`src/kavu_pkg.sv`:
```
`timescale 1ns / 1ps

package kavu_pkg;

  localparam int unsigned FIELD_W     = 16;
  localparam int unsigned KEY_W       = 3;
  localparam int unsigned STEP_W      = 7;
  localparam int unsigned CNT_W       = 8;
  localparam int unsigned CFG_INDEX_W = 1;
  localparam int unsigned CFG_DATA_W  = 8;
  localparam int unsigned IN_TDATA_W  = 56;
  localparam int unsigned OUT_TDATA_W = 48;

  localparam logic [CNT_W-1:0] DELAY_RESET  = 8'd30;
  localparam logic [CNT_W-1:0] PERIOD_RESET = 8'd5;
  localparam logic [CNT_W-1:0] HOLD_MAX     = 8'd255;
  localparam logic [CNT_W-1:0] HOLD_STEP75  = 8'd200;
  localparam logic [CNT_W-1:0] HOLD_STEP25  = 8'd150;
  localparam logic [CNT_W-1:0] HOLD_STEP10  = 8'd100;

  localparam logic [STEP_W-1:0] STEP_1  = 7'd1;
  localparam logic [STEP_W-1:0] STEP_10 = 7'd10;
  localparam logic [STEP_W-1:0] STEP_25 = 7'd25;
  localparam logic [STEP_W-1:0] STEP_75 = 7'd75;

  typedef enum logic {
    OP_KEY  = 1'b0,
    OP_LOAD = 1'b1
  } op_e;

  typedef enum logic [KEY_W-1:0] {
    KEY_NONE       = 3'd0,
    KEY_PRESS_UP   = 3'd1,
    KEY_PRESS_DOWN = 3'd2,
    KEY_PRESS_FWD  = 3'd3,
    KEY_PRESS_BACK = 3'd4,
    KEY_HOLD_UP    = 3'd5,
    KEY_HOLD_DOWN  = 3'd6
  } key_e;

  typedef enum logic [1:0] {
    ST_EDITING   = 2'd0,
    ST_ACCEPTED  = 2'd1,
    ST_DISCARDED = 2'd2
  } status_e;

  typedef enum logic [CFG_INDEX_W-1:0] {
    CFG_REPEAT_DELAY  = 1'b0,
    CFG_REPEAT_PERIOD = 1'b1
  } cfg_reg_e;

  typedef struct packed {
    op_e                       operation;
    key_e                      key_event;
    logic signed [FIELD_W-1:0] start_value;
    logic signed [FIELD_W-1:0] min_value;
    logic signed [FIELD_W-1:0] max_value;
  } item_t;

  typedef struct packed {
    logic [CNT_W-1:0] delay_count;
    logic [CNT_W-1:0] period_count;
    logic [CNT_W-1:0] hold_ticks;
  } counters_t;

  typedef struct packed {
    logic              up;
    logic              down;
    logic              fwd;
    logic              back;
    logic [STEP_W-1:0] step;
  } move_t;

  typedef struct packed {
    logic [STEP_W-1:0]         step_applied;
    logic signed [FIELD_W-1:0] accepted_value;
    status_e                   edit_status;
    logic signed [FIELD_W-1:0] current_value;
  } result_t;

endpackage

```
`src/key_autorepeat_value_adjuster_unit.sv`:
```
`timescale 1ns / 1ps

// Key auto-repeat value adjuster. Each item is one key tick or a load of the
// starting value; each gives exactly one result item in the same order. The
// block takes one item per clock while the result side is not stalled; each
// item passes from the input register through the combinational update of the
// edit value and the delay, period and hold counters into the result register.
// A result waiting on the master side holds the input register, so a new item
// can enter only while that register is empty. Configuration writes (repeat
// delay, index 0, and repeat period, index 1) take effect at once and belong
// to idle periods. The stored value is VALUE_WIDTH bits; results are shown in
// 16 bits two's complement.
module key_autorepeat_value_adjuster_unit #(
  parameter int unsigned VALUE_WIDTH = 16
) (
  input  logic                                 clk_i,
  input  logic                                 rst_ni,
  input  logic                                 s_axis_tvalid,
  output logic                                 s_axis_tready,
  // key_event[2:0], start_value[18:3], min_value[34:19], max_value[50:35], zero fill
  input  logic [kavu_pkg::IN_TDATA_W-1:0]      s_axis_tdata,
  // operation[0]
  input  logic                                 s_axis_tuser,
  output logic                                 m_axis_tvalid,
  input  logic                                 m_axis_tready,
  // current_value[15:0], edit_status[17:16], accepted_value[33:18],
  // step_applied[40:34], zero fill
  output logic [kavu_pkg::OUT_TDATA_W-1:0]     m_axis_tdata,
  input  logic                                 cfg_we_i,
  input  logic [kavu_pkg::CFG_INDEX_W-1:0]     cfg_index_i,
  input  logic [kavu_pkg::CFG_DATA_W-1:0]      cfg_wdata_i
);
  import kavu_pkg::*;

  logic                          in_valid_q;
  item_t                         item_d;
  item_t                         item_q;
  logic                          out_valid_q;
  result_t                       result_d;
  result_t                       result_q;
  logic                          advance;
  logic signed [VALUE_WIDTH-1:0] edit_d;
  logic signed [VALUE_WIDTH-1:0] edit_q;
  counters_t                     counters_d;
  counters_t                     counters_q;
  move_t                         move;
  logic [CNT_W-1:0]              repeat_delay_q;
  logic [CNT_W-1:0]              repeat_period_q;

  // advance the input stage whenever the result register is free or emptying
  assign advance       = in_valid_q && (!out_valid_q || m_axis_tready);
  assign s_axis_tready = !in_valid_q || advance;
  assign m_axis_tvalid = out_valid_q;
  assign m_axis_tdata  = OUT_TDATA_W'(result_q);

  assign item_d.operation   = op_e'(s_axis_tuser);
  assign item_d.key_event   = key_e'(s_axis_tdata[2:0]);
  assign item_d.start_value = s_axis_tdata[18:3];
  assign item_d.min_value   = s_axis_tdata[34:19];
  assign item_d.max_value   = s_axis_tdata[50:35];

  kavu_repeat u_repeat (
    .operation_i     (item_q.operation),
    .key_event_i     (item_q.key_event),
    .counters_q_i    (counters_q),
    .repeat_delay_i  (repeat_delay_q),
    .repeat_period_i (repeat_period_q),
    .counters_d_o    (counters_d),
    .move_o          (move)
  );

  kavu_clamp #(
    .VALUE_WIDTH (VALUE_WIDTH)
  ) u_clamp (
    .item_i   (item_q),
    .move_i   (move),
    .edit_q_i (edit_q),
    .edit_d_o (edit_d),
    .result_o (result_d)
  );

  // control, state and configuration
  always_ff @(posedge clk_i or negedge rst_ni) begin
    if (!rst_ni) begin
      in_valid_q      <= 1'b0;
      out_valid_q     <= 1'b0;
      edit_q          <= '0;
      counters_q      <= '0;
      repeat_delay_q  <= DELAY_RESET;
      repeat_period_q <= PERIOD_RESET;
    end else begin
      if (s_axis_tready) begin
        in_valid_q <= s_axis_tvalid;
      end
      if (!out_valid_q || m_axis_tready) begin
        out_valid_q <= in_valid_q;
      end
      // commit the state only as the item moves into the result register
      if (advance) begin
        edit_q     <= edit_d;
        counters_q <= counters_d;
      end
      if (cfg_we_i) begin
        unique case (cfg_reg_e'(cfg_index_i))
          CFG_REPEAT_DELAY:  repeat_delay_q  <= cfg_wdata_i;
          CFG_REPEAT_PERIOD: repeat_period_q <= cfg_wdata_i;
        endcase
      end
    end
  end

  // payload registers: hold while stalled
  always_ff @(posedge clk_i) begin
    if (s_axis_tvalid && s_axis_tready) begin
      item_q <= item_d;
    end
    if (advance) begin
      result_q <= result_d;
    end
  end

endmodule

```
`src/kavu_repeat.sv`:
```
`timescale 1ns / 1ps

module kavu_repeat (
  input  kavu_pkg::op_e                    operation_i,
  input  kavu_pkg::key_e                   key_event_i,
  input  kavu_pkg::counters_t              counters_q_i,
  input  logic [kavu_pkg::CNT_W-1:0]       repeat_delay_i,
  input  logic [kavu_pkg::CNT_W-1:0]       repeat_period_i,
  output kavu_pkg::counters_t              counters_d_o,
  output kavu_pkg::move_t                  move_o
);
  import kavu_pkg::*;

  logic             fire;
  logic [CNT_W-1:0] period_inc;
  logic [CNT_W-1:0] hold_inc;

  assign period_inc = counters_q_i.period_count + CNT_W'(1);
  assign hold_inc   = (counters_q_i.hold_ticks == HOLD_MAX) ? HOLD_MAX
                                                            : counters_q_i.hold_ticks + CNT_W'(1);

  always_comb begin
    counters_d_o = counters_q_i;
    move_o       = '0;
    fire         = 1'b0;
    if (operation_i == OP_KEY) begin
      unique case (key_event_i)
        KEY_PRESS_UP, KEY_PRESS_DOWN, KEY_PRESS_FWD, KEY_PRESS_BACK: begin
          counters_d_o.delay_count = '0;
          counters_d_o.hold_ticks  = '0;
          move_o.up   = (key_event_i == KEY_PRESS_UP);
          move_o.down = (key_event_i == KEY_PRESS_DOWN);
          move_o.fwd  = (key_event_i == KEY_PRESS_FWD);
          move_o.back = (key_event_i == KEY_PRESS_BACK);
        end
        KEY_HOLD_UP, KEY_HOLD_DOWN: begin
          // wait out the delay, then fire once per period
          if (counters_q_i.delay_count < repeat_delay_i) begin
            counters_d_o.delay_count  = counters_q_i.delay_count + CNT_W'(1);
            counters_d_o.period_count = '0;
          end else begin
            counters_d_o.period_count = period_inc;
            if (period_inc >= repeat_period_i) begin
              counters_d_o.period_count = '0;
              fire = 1'b1;
            end
          end
          counters_d_o.hold_ticks = hold_inc;
          move_o.up   = fire && (key_event_i == KEY_HOLD_UP);
          move_o.down = fire && (key_event_i == KEY_HOLD_DOWN);
        end
        default: begin
          counters_d_o.delay_count = '0;
          counters_d_o.hold_ticks  = '0;
        end
      endcase

      // accelerate with hold time; pull the count back to the top step
      if (counters_d_o.hold_ticks >= HOLD_STEP75) begin
        move_o.step             = STEP_75;
        counters_d_o.hold_ticks = HOLD_STEP75;
      end else if (counters_d_o.hold_ticks >= HOLD_STEP25) begin
        move_o.step = STEP_25;
      end else if (counters_d_o.hold_ticks >= HOLD_STEP10) begin
        move_o.step = STEP_10;
      end else begin
        move_o.step = STEP_1;
      end
    end
  end

endmodule

```
`src/kavu_clamp.sv`:
```
`timescale 1ns / 1ps

module kavu_clamp #(
  parameter int unsigned VALUE_WIDTH = 16
) (
  input  kavu_pkg::item_t                 item_i,
  input  kavu_pkg::move_t                 move_i,
  input  logic signed [VALUE_WIDTH-1:0]   edit_q_i,
  output logic signed [VALUE_WIDTH-1:0]   edit_d_o,
  output kavu_pkg::result_t               result_o
);
  import kavu_pkg::*;

  localparam int unsigned EXT_W = ((VALUE_WIDTH > FIELD_W) ? VALUE_WIDTH : FIELD_W) + 2;
  localparam logic signed [EXT_W-1:0] RANGE_HI =
    EXT_W'((64'sd1 <<< (VALUE_WIDTH - 1)) - 64'sd1);
  localparam logic signed [EXT_W-1:0] RANGE_LO = -RANGE_HI - EXT_W'(1);

  logic signed [EXT_W-1:0] edit_ext;
  logic signed [EXT_W-1:0] step_ext;
  logic signed [EXT_W-1:0] start_ext;
  logic signed [EXT_W-1:0] lo_ext;
  logic signed [EXT_W-1:0] hi_ext;
  logic signed [EXT_W-1:0] sum_up;
  logic signed [EXT_W-1:0] sum_dn;
  logic signed [EXT_W-1:0] next_ext;
  logic signed [EXT_W-1:0] sat_ext;

  assign edit_ext  = EXT_W'(edit_q_i);
  assign step_ext  = EXT_W'($unsigned(move_i.step));
  assign start_ext = EXT_W'(item_i.start_value);
  assign lo_ext    = EXT_W'(item_i.min_value);
  assign hi_ext    = EXT_W'(item_i.max_value);
  assign sum_up    = edit_ext + step_ext;
  assign sum_dn    = edit_ext - step_ext;

  always_comb begin
    next_ext                = edit_ext;
    result_o.edit_status    = ST_EDITING;
    result_o.accepted_value = '0;
    result_o.step_applied   = '0;
    if (item_i.operation == OP_LOAD) begin
      next_ext = start_ext;
    end else if (move_i.up) begin
      next_ext              = (sum_up > hi_ext) ? hi_ext : sum_up;
      result_o.step_applied = move_i.step;
    end else if (move_i.down) begin
      next_ext              = (sum_dn < lo_ext) ? lo_ext : sum_dn;
      result_o.step_applied = move_i.step;
    end else if (move_i.fwd) begin
      result_o.edit_status    = ST_ACCEPTED;
      result_o.accepted_value = edit_ext[FIELD_W-1:0];
    end else if (move_i.back) begin
      result_o.edit_status = ST_DISCARDED;
    end

    // saturate to the range of the stored value
    if (next_ext > RANGE_HI) begin
      sat_ext = RANGE_HI;
    end else if (next_ext < RANGE_LO) begin
      sat_ext = RANGE_LO;
    end else begin
      sat_ext = next_ext;
    end
    result_o.current_value = sat_ext[FIELD_W-1:0];
  end

  assign edit_d_o = sat_ext[VALUE_WIDTH-1:0];

endmodule

```
`config.mk`:
```
export PLATFORM = sky130hd
export DESIGN_NAME = key_autorepeat_value_adjuster_unit
export DESIGN_NICKNAME = d
export VERILOG_FILES = /design/src/kavu_pkg.sv /design/src/key_autorepeat_value_adjuster_unit.sv /design/src/kavu_repeat.sv /design/src/kavu_clamp.sv
export SDC_FILE = /design/constraint.sdc
export NUM_CORES = 1
export LEC_CHECK = 0
export CAP_MARGIN = 30
export CORE_MARGIN = 10
export CORE_UTILIZATION = 65
export CTS_CLUSTER_SIZE = 16
export DETAILED_ROUTE_END_ITERATION = 7
export DONT_BUFFER_PORTS = 1
export GPL_ROUTABILITY_DRIVEN = 0
export PLACE_DENSITY = 0.87
export SLEW_MARGIN = 5
export SYNTH_ARGS = -nofsm -noshare
export SYNTH_HDL_FRONTEND = slang
export SYNTH_HIERARCHICAL = 1
export SYNTH_SLANG_ARGS = --single-unit
export TNS_END_PERCENT = 50
```
`constraint.sdc`:
```
create_clock -name clk_i -period 8.06 [get_ports clk_i]
set_input_delay 1.612 -clock clk_i [delete_from_list [all_inputs] [get_ports clk_i]]
set_output_delay 1.612 -clock clk_i [all_outputs]
set_load 0.03 [all_outputs]
```
## Word-level counts from Yosys, hierarchy flattened

Cells that the tools add are included.

| storage, ports and cells | value |
|---|---|
| register bits | 151 |
| bits of input ports | 71 |

| operators by class | value |
|---|---|
| add/subtract/negate cells | 5 |
| magnitude comparators | 9 |
| equal/unequal tests | 8 |
| multiplexer cells | 29 |
| bitwise gates (word level) | 3 |
| reductions and logical operators | 18 |

Operator list:

| operator | count |
|---|---|
| $mux 18 | 5 |
| $mux 8 | 8 |
| $mux 16 | 2 |
| $mux 7 | 4 |
| $add 8x1->8 const B | 3 |
| $gt 18x16->1 const B | 1 |
| $lt 18x16->1 const B | 1 |
| $add 16x8->17 | 1 |
| $gt 17x16->1 | 1 |
| $lt 17x16->1 | 1 |
| $sub 16x8->17 | 1 |
| $ge 8x8->1 const B | 2 |
| $reduce_or 4->1 | 3 |
| $mux 11 | 1 |
| $eq 3x3->1 const B | 3 |
| $eq 8x8->1 const B | 1 |
| $ge 8x7->1 const B | 1 |
| $ge 8x8->1 | 1 |
| $lt 8x8->1 | 1 |
| $eq 3x2->1 const B | 2 |
| $reduce_and 2->1 | 3 |
| $reduce_and 3->1 | 2 |
| $mux 1 | 5 |
| $logic_and 1x1->1 | 4 |
| 10 further kinds | 15 |

## Logic depth before layout (Yosys ltp)

| depth | value |
|---|---|
| word-level depth | 18 |
| gate-level depth with buffers | 29 |

## Hierarchy

The synthesis kept the hierarchy.

By module, submodules not included:

| module | times used | cells each | area each (µm²) | seq. area each (µm²) |
|---|---|---|---|---|
| key_autorepeat_value_adjuster_unit | 1 | 229 | 5200.0 | 4251.6 |
| kavu_clamp | 1 | 447 | 3089.2 | 0.0 |
| kavu_repeat | 1 | 219 | 1448.9 | 0.0 |

## Worst setup path after synthesis

No wires, ideal clock.

| timing | value |
|---|---|
| path kind | register to register |
| start point | register counters_q[0] (netlist bit) |
| end point | register edit_q[12] |
| setup time | 0.125 ns |
| arrival | 6.423 ns |
| data required time | 7.935 ns |
| setup slack | 1.512 ns |
| stages on the path, launching flop included | 29 |
| path buffers | 3 |
| period minus slack after synthesis | 6.548 ns |
| cells stage by stage | dfrtp_1 > ha_1 > buf_2 > and3_1 > a31oi_1 > a211oi_1 > or2_0 > or3_4 > a21oi_2 > inv_1 > ha_1 > nor2b_1 > o31a_1 > o221a_2 > or4_1 > xnor2_1 > ha_1 > nand4_1 > a2111oi_0 > o31ai_1 > and4_1 > nor2_1 > clkbuf_1 > buf_2 > mux2i_1 > a2bb2oi_1 > o221ai_1 > a21oi_1 > mux2_4 |

RTL lines:

| item | line | RTL |
|---|---|---|
| start: declaration | key_autorepeat_value_adjuster_unit.sv:45 | `counters_t counters_q;` |
| start signal: assignment | key_autorepeat_value_adjuster_unit.sv:101 | `counters_q <= counters_d;` |
| end signal: assignment | key_autorepeat_value_adjuster_unit.sv:100 | `edit_q <= edit_d;` |
| end: declaration | key_autorepeat_value_adjuster_unit.sv:43 | `logic signed [VALUE_WIDTH-1:0] edit_q;` |

==> summary.txt <==
Worst Max-Slew Pin Slew: 1020 ps
Bufs on Longest Clock Path: 2
NumNets Final: 999
Xor/xnor cell area share of the yosys netlist: 0.0297
Via count of the first global-routing pass: 6,744
Min cycle time layout: 7660 ps
Share of layout cells above drive strength 1: 0.152
Endpoint required time on the critical path: 8370 ps
End of the critical path: edit_q[13]
DP Area: 9620 µm²
Clock Latency Late Sink: 430 ps
Crit end category: flop
Number of instances in the synthesized netlist: 895
Critical path class: flop to flop
Total I/O pin count: 121
Yosys warning count: 6
X dimension of the die: 142 µm
Share of synthesized cell area in full adder, half adder and majority cells: 0.0876
Static Leak: 4.34 nW
Met3 WL post-DR: 2350 µm
Leading cell type in the layout, fill and taps excluded: sky130_fd_sc_hd__edfxtp_1
Fraction of the mapped netlist area in compound gates: 0.135
Post-DRT Antenna Nets: 0
CORE AREA: 14,600 µm²
Post-synth ARST share: 0.384
Kind of path behind the tightest hold check: flop to flop
Initial DRC Count: 810
Part of the power in registers: 0.371
Share of synthesized cell area in and, or, nand and nor gates: 0.128
Number of placed instances, taps included: 1,026
Sw power: 0.00115 W
Max-slew violation count: 0
Total routed wirelength: 23,200 µm
Status: complete, but fails checks
Number of max-capacitance violations reported: 0
EDFF count, synth: 93
Initial standard-cell utilization of the core: 0.667
Resize count post-CTS: 0
Final setup violation count: 0
Global-route total usage across every layer: 0.226
Seq. cell area: 4250 µm²
Type of element launching the critical path: flop
Data arrival, critical path: 7970 ps
Proportion of synthesized chip area in sequential cells: 0.437
Number of cells traversed by the worst hold path: 1
Met1 layer wirelength in the final routing: 9520 µm
Synthesis-stage register bit count: 151
Worst reg-to-reg setup slack: 400 ps
Total setup buffers inserted after CTS: 0
Vias after detailed routing: 6,941
Highest metal layer used by the detailed router: met5
Height of the die: 142 µm
Violations in the final reports: DRC
Highest Clock Rate: 0.130 GHz
Combined area of the multi-input logic cells: 4810 µm²
FP Rows: 44
Die area: 20,300 µm²
Clock group share of total power: 0.267
Pwr dens: 303 nW/µm²
RSZ-0062 raised after global routing: no
Net switching share of the total power: 0.371
Post-detailed-placement half-perimeter wirelength: 16,300 µm
Area growth from synthesis to layout: 5.14%
Primary FF master, synth: sky130_fd_sc_hd__edfxtp_1
Maximum clock skew at final layout: 8.59 ps
Wire length of the first global-routing pass: 36,100 µm
Cell-internal power: 0.00195 W
Filler cell count: 1,005
Average footprint of a synthesized cell: 10.9 µm²
Residual DRC: 1
Worst flop-to-flop path endpoint: edit_q[13]
Dominant combinational cell family by area after synthesis: compound AO/OA/AOI/OAI gates
Critical Path Slowest Stage Cell: sky130_fd_sc_hd__a2111oi_1
Max Fanout on Critical Path: 21
Clock H-tree levels: 4
Launch point of the critical path: counters_q[0]
Maximum number of pins on one net before global-route repair: 59
Iteration count of the initial detailed-routing pass: 8
Final critical-path setup slack: 396 ps
Commonest non-fill, non-tap cells in the layout: sky130_fd_sc_hd__edfxtp_1 (93), sky130_fd_sc_hd__inv_1 (70), sky130_fd_sc_hd__ha_1 (65), sky130_fd_sc_hd__dfrtp_1 (52), sky130_fd_sc_hd__nand2_1 (49)
Portion of total power attributed to combinational logic: 0.362
Reg2reg start: counters_q[0]
Port buffer count: 0
Cell chosen for the clock root: sky130_fd_sc_hd__clkbuf_16
Final antenna diode count: 0
Post-route cell area: 10,200 µm²
Met2 wirelength from detailed routing: 10,800 µm
Setup Slack @ Placement: 610 ps
Routed length per instance: 21.9 µm
Normalized max-slew margin: 0.302
Grt ovf: 0
Number of antenna violations at the first check in global routing: 1
Clock sink total: 151
Num CTS Buffers: 17
Number of vias per cell: 6.56
Number of cells traversed by the worst register-to-register path: 26
Clock tree from TritonCTS: yes
Cell area after synthesis: 9740 µm²
CTS Hold Buffers Added: 0
Most common cell type on the critical path: sky130_fd_sc_hd__ha_1
Final setup TNS: 0 ps
Mux contribution to synthesized area: 0.110
Distinct cell type count of the synthesized netlist: 87
Max IR drop VDD: 0.221 mV
Share of the clock period used by the worst path after layout: 0.951
Maximum cell stage delay along the critical path: 530 ps
Final Instance Count excl. Fillers: 1,058
Final hold violation count: 0
Clock transition at the registers of the reported paths: 60 ps
synthesized netlist by cell type (8+ instances only):
master	count	area, µm²
sky130_fd_sc_hd__xnor2_1	23	201
sky130_fd_sc_hd__nor3_1	17	85.1
sky130_fd_sc_hd__a21oi_1	48	240
sky130_fd_sc_hd__mux2_4	40	601
sky130_fd_sc_hd__xor2_1	10	87.6
sky130_fd_sc_hd__and3_1	11	68.8
sky130_fd_sc_hd__ha_1	65	813
sky130_fd_sc_hd__a31oi_1	8	50.1
sky130_fd_sc_hd__inv_1	71	267
sky130_fd_sc_hd__buf_4	27	203
sky130_fd_sc_hd__edfxtp_1	93	2790
sky130_fd_sc_hd__nand3_1	23	115
sky130_fd_sc_hd__nor2_1	39	146
sky130_fd_sc_hd__mux2i_1	18	180
sky130_fd_sc_hd__nand2b_1	8	50.1
sky130_fd_sc_hd__mux2_2	26	293
sky130_fd_sc_hd__a22o_1	10	87.6
sky130_fd_sc_hd__clkbuf_1	23	86.3
sky130_fd_sc_hd__nand4_1	11	68.8
sky130_fd_sc_hd__a211oi_1	10	75.1
sky130_fd_sc_hd__dfrtp_1	52	1300
sky130_fd_sc_hd__o21ai_0	29	145
sky130_fd_sc_hd__and2_1	20	125
sky130_fd_sc_hd__nand2_1	49	184
power by group through the flow:
stage | Clock (W) | Combinational (W) | Sequential (W)
2_1_floorplan | 0 | 0.000950 | 0.00108
3_3_place_gp | 0 | 0.00103 | 0.00115
3_5_place_dp | 0 | 0.00107 | 0.00116
4_1_cts | 0.000834 | 0.00109 | 0.00115
5_1_grt | 0.000865 | 0.00122 | 0.00117
6_report | 0.000828 | 0.00112 | 0.00115
state kept, by name, summed over array words and instances, names as in the netlist:
register,flops
m_axis_tdata,41
counters_q,24
in_valid_q,1
m_axis_tvalid,1
repeat_period_q,8
item_q,52
repeat_delay_q,8
edit_q,16
worst max-delay path, delay by kind of cell, from the launching register on:
| kind | cells | cell delay, ps |
|---|---|---|
| adders and majority gates | 3 | 1020 |
| DFF | 1 | 490 |
| xor gates and xnor gates | 1 | 170 |
| muxes | 3 | 940 |
| buffers and inverters | 2 | 500 |
| and+or+nand+nor | 7 | 1860 |
| AOI/OAI and AO/OA | 10 | 2540 |
worst min-delay path by stage:
stage	from	endpoint	slack [ps]
after global placement	repeat_period_q[7]	repeat_period_q[7]	490
after detailed placement	repeat_period_q[3]	repeat_period_q[3]	500
after global routing	repeat_delay_q[7]	repeat_delay_q[7]	530
after CTS	repeat_period_q[3]	repeat_period_q[3]	510
final	repeat_period_q[3]	repeat_period_q[3]	510
after floorplan	counters_q[2]	counters_q[2]	480
cells by family after synthesis:
group                      Yosys count
other                                2
buffers and inverters              140
muxes                               84
xor gates and xnor gates            33
and+or+nand+nor                    230
AOI/OAI and AO/OA                  188
adders and majority gates           67
DFF                                151
through the flow:
stage	util	hold slack (ps)	power, W
2_1_floorplan	-	476	0.00203
3_3_place_gp	0.660	490	0.00218
3_5_place_dp	0.660	496	0.00223
4_1_cts	0.702	509	0.00307
5_1_grt	0.702	529	0.00326
6_report	0.702	509	0.00310
area by class of cell:
class	instances	share of cell area
Multi-Input combinational cell	611	0.470
Timing Repair Buffer	8	0.00587
Clock buffer	18	0.0419
Inverter	72	0.0264
Tap cell	184	0.0225
Clock inverter	14	0.0180
Sequential cell	151	0.415
per-layer routing:
layer  vias up  GRT usage
met5         -          0
met4         2     0.0825
met3        43     0.0761
met2       351      0.349
met1      3356      0.290
li1       3189          -
No activity file was read; power rests on OpenSTA's default activity.
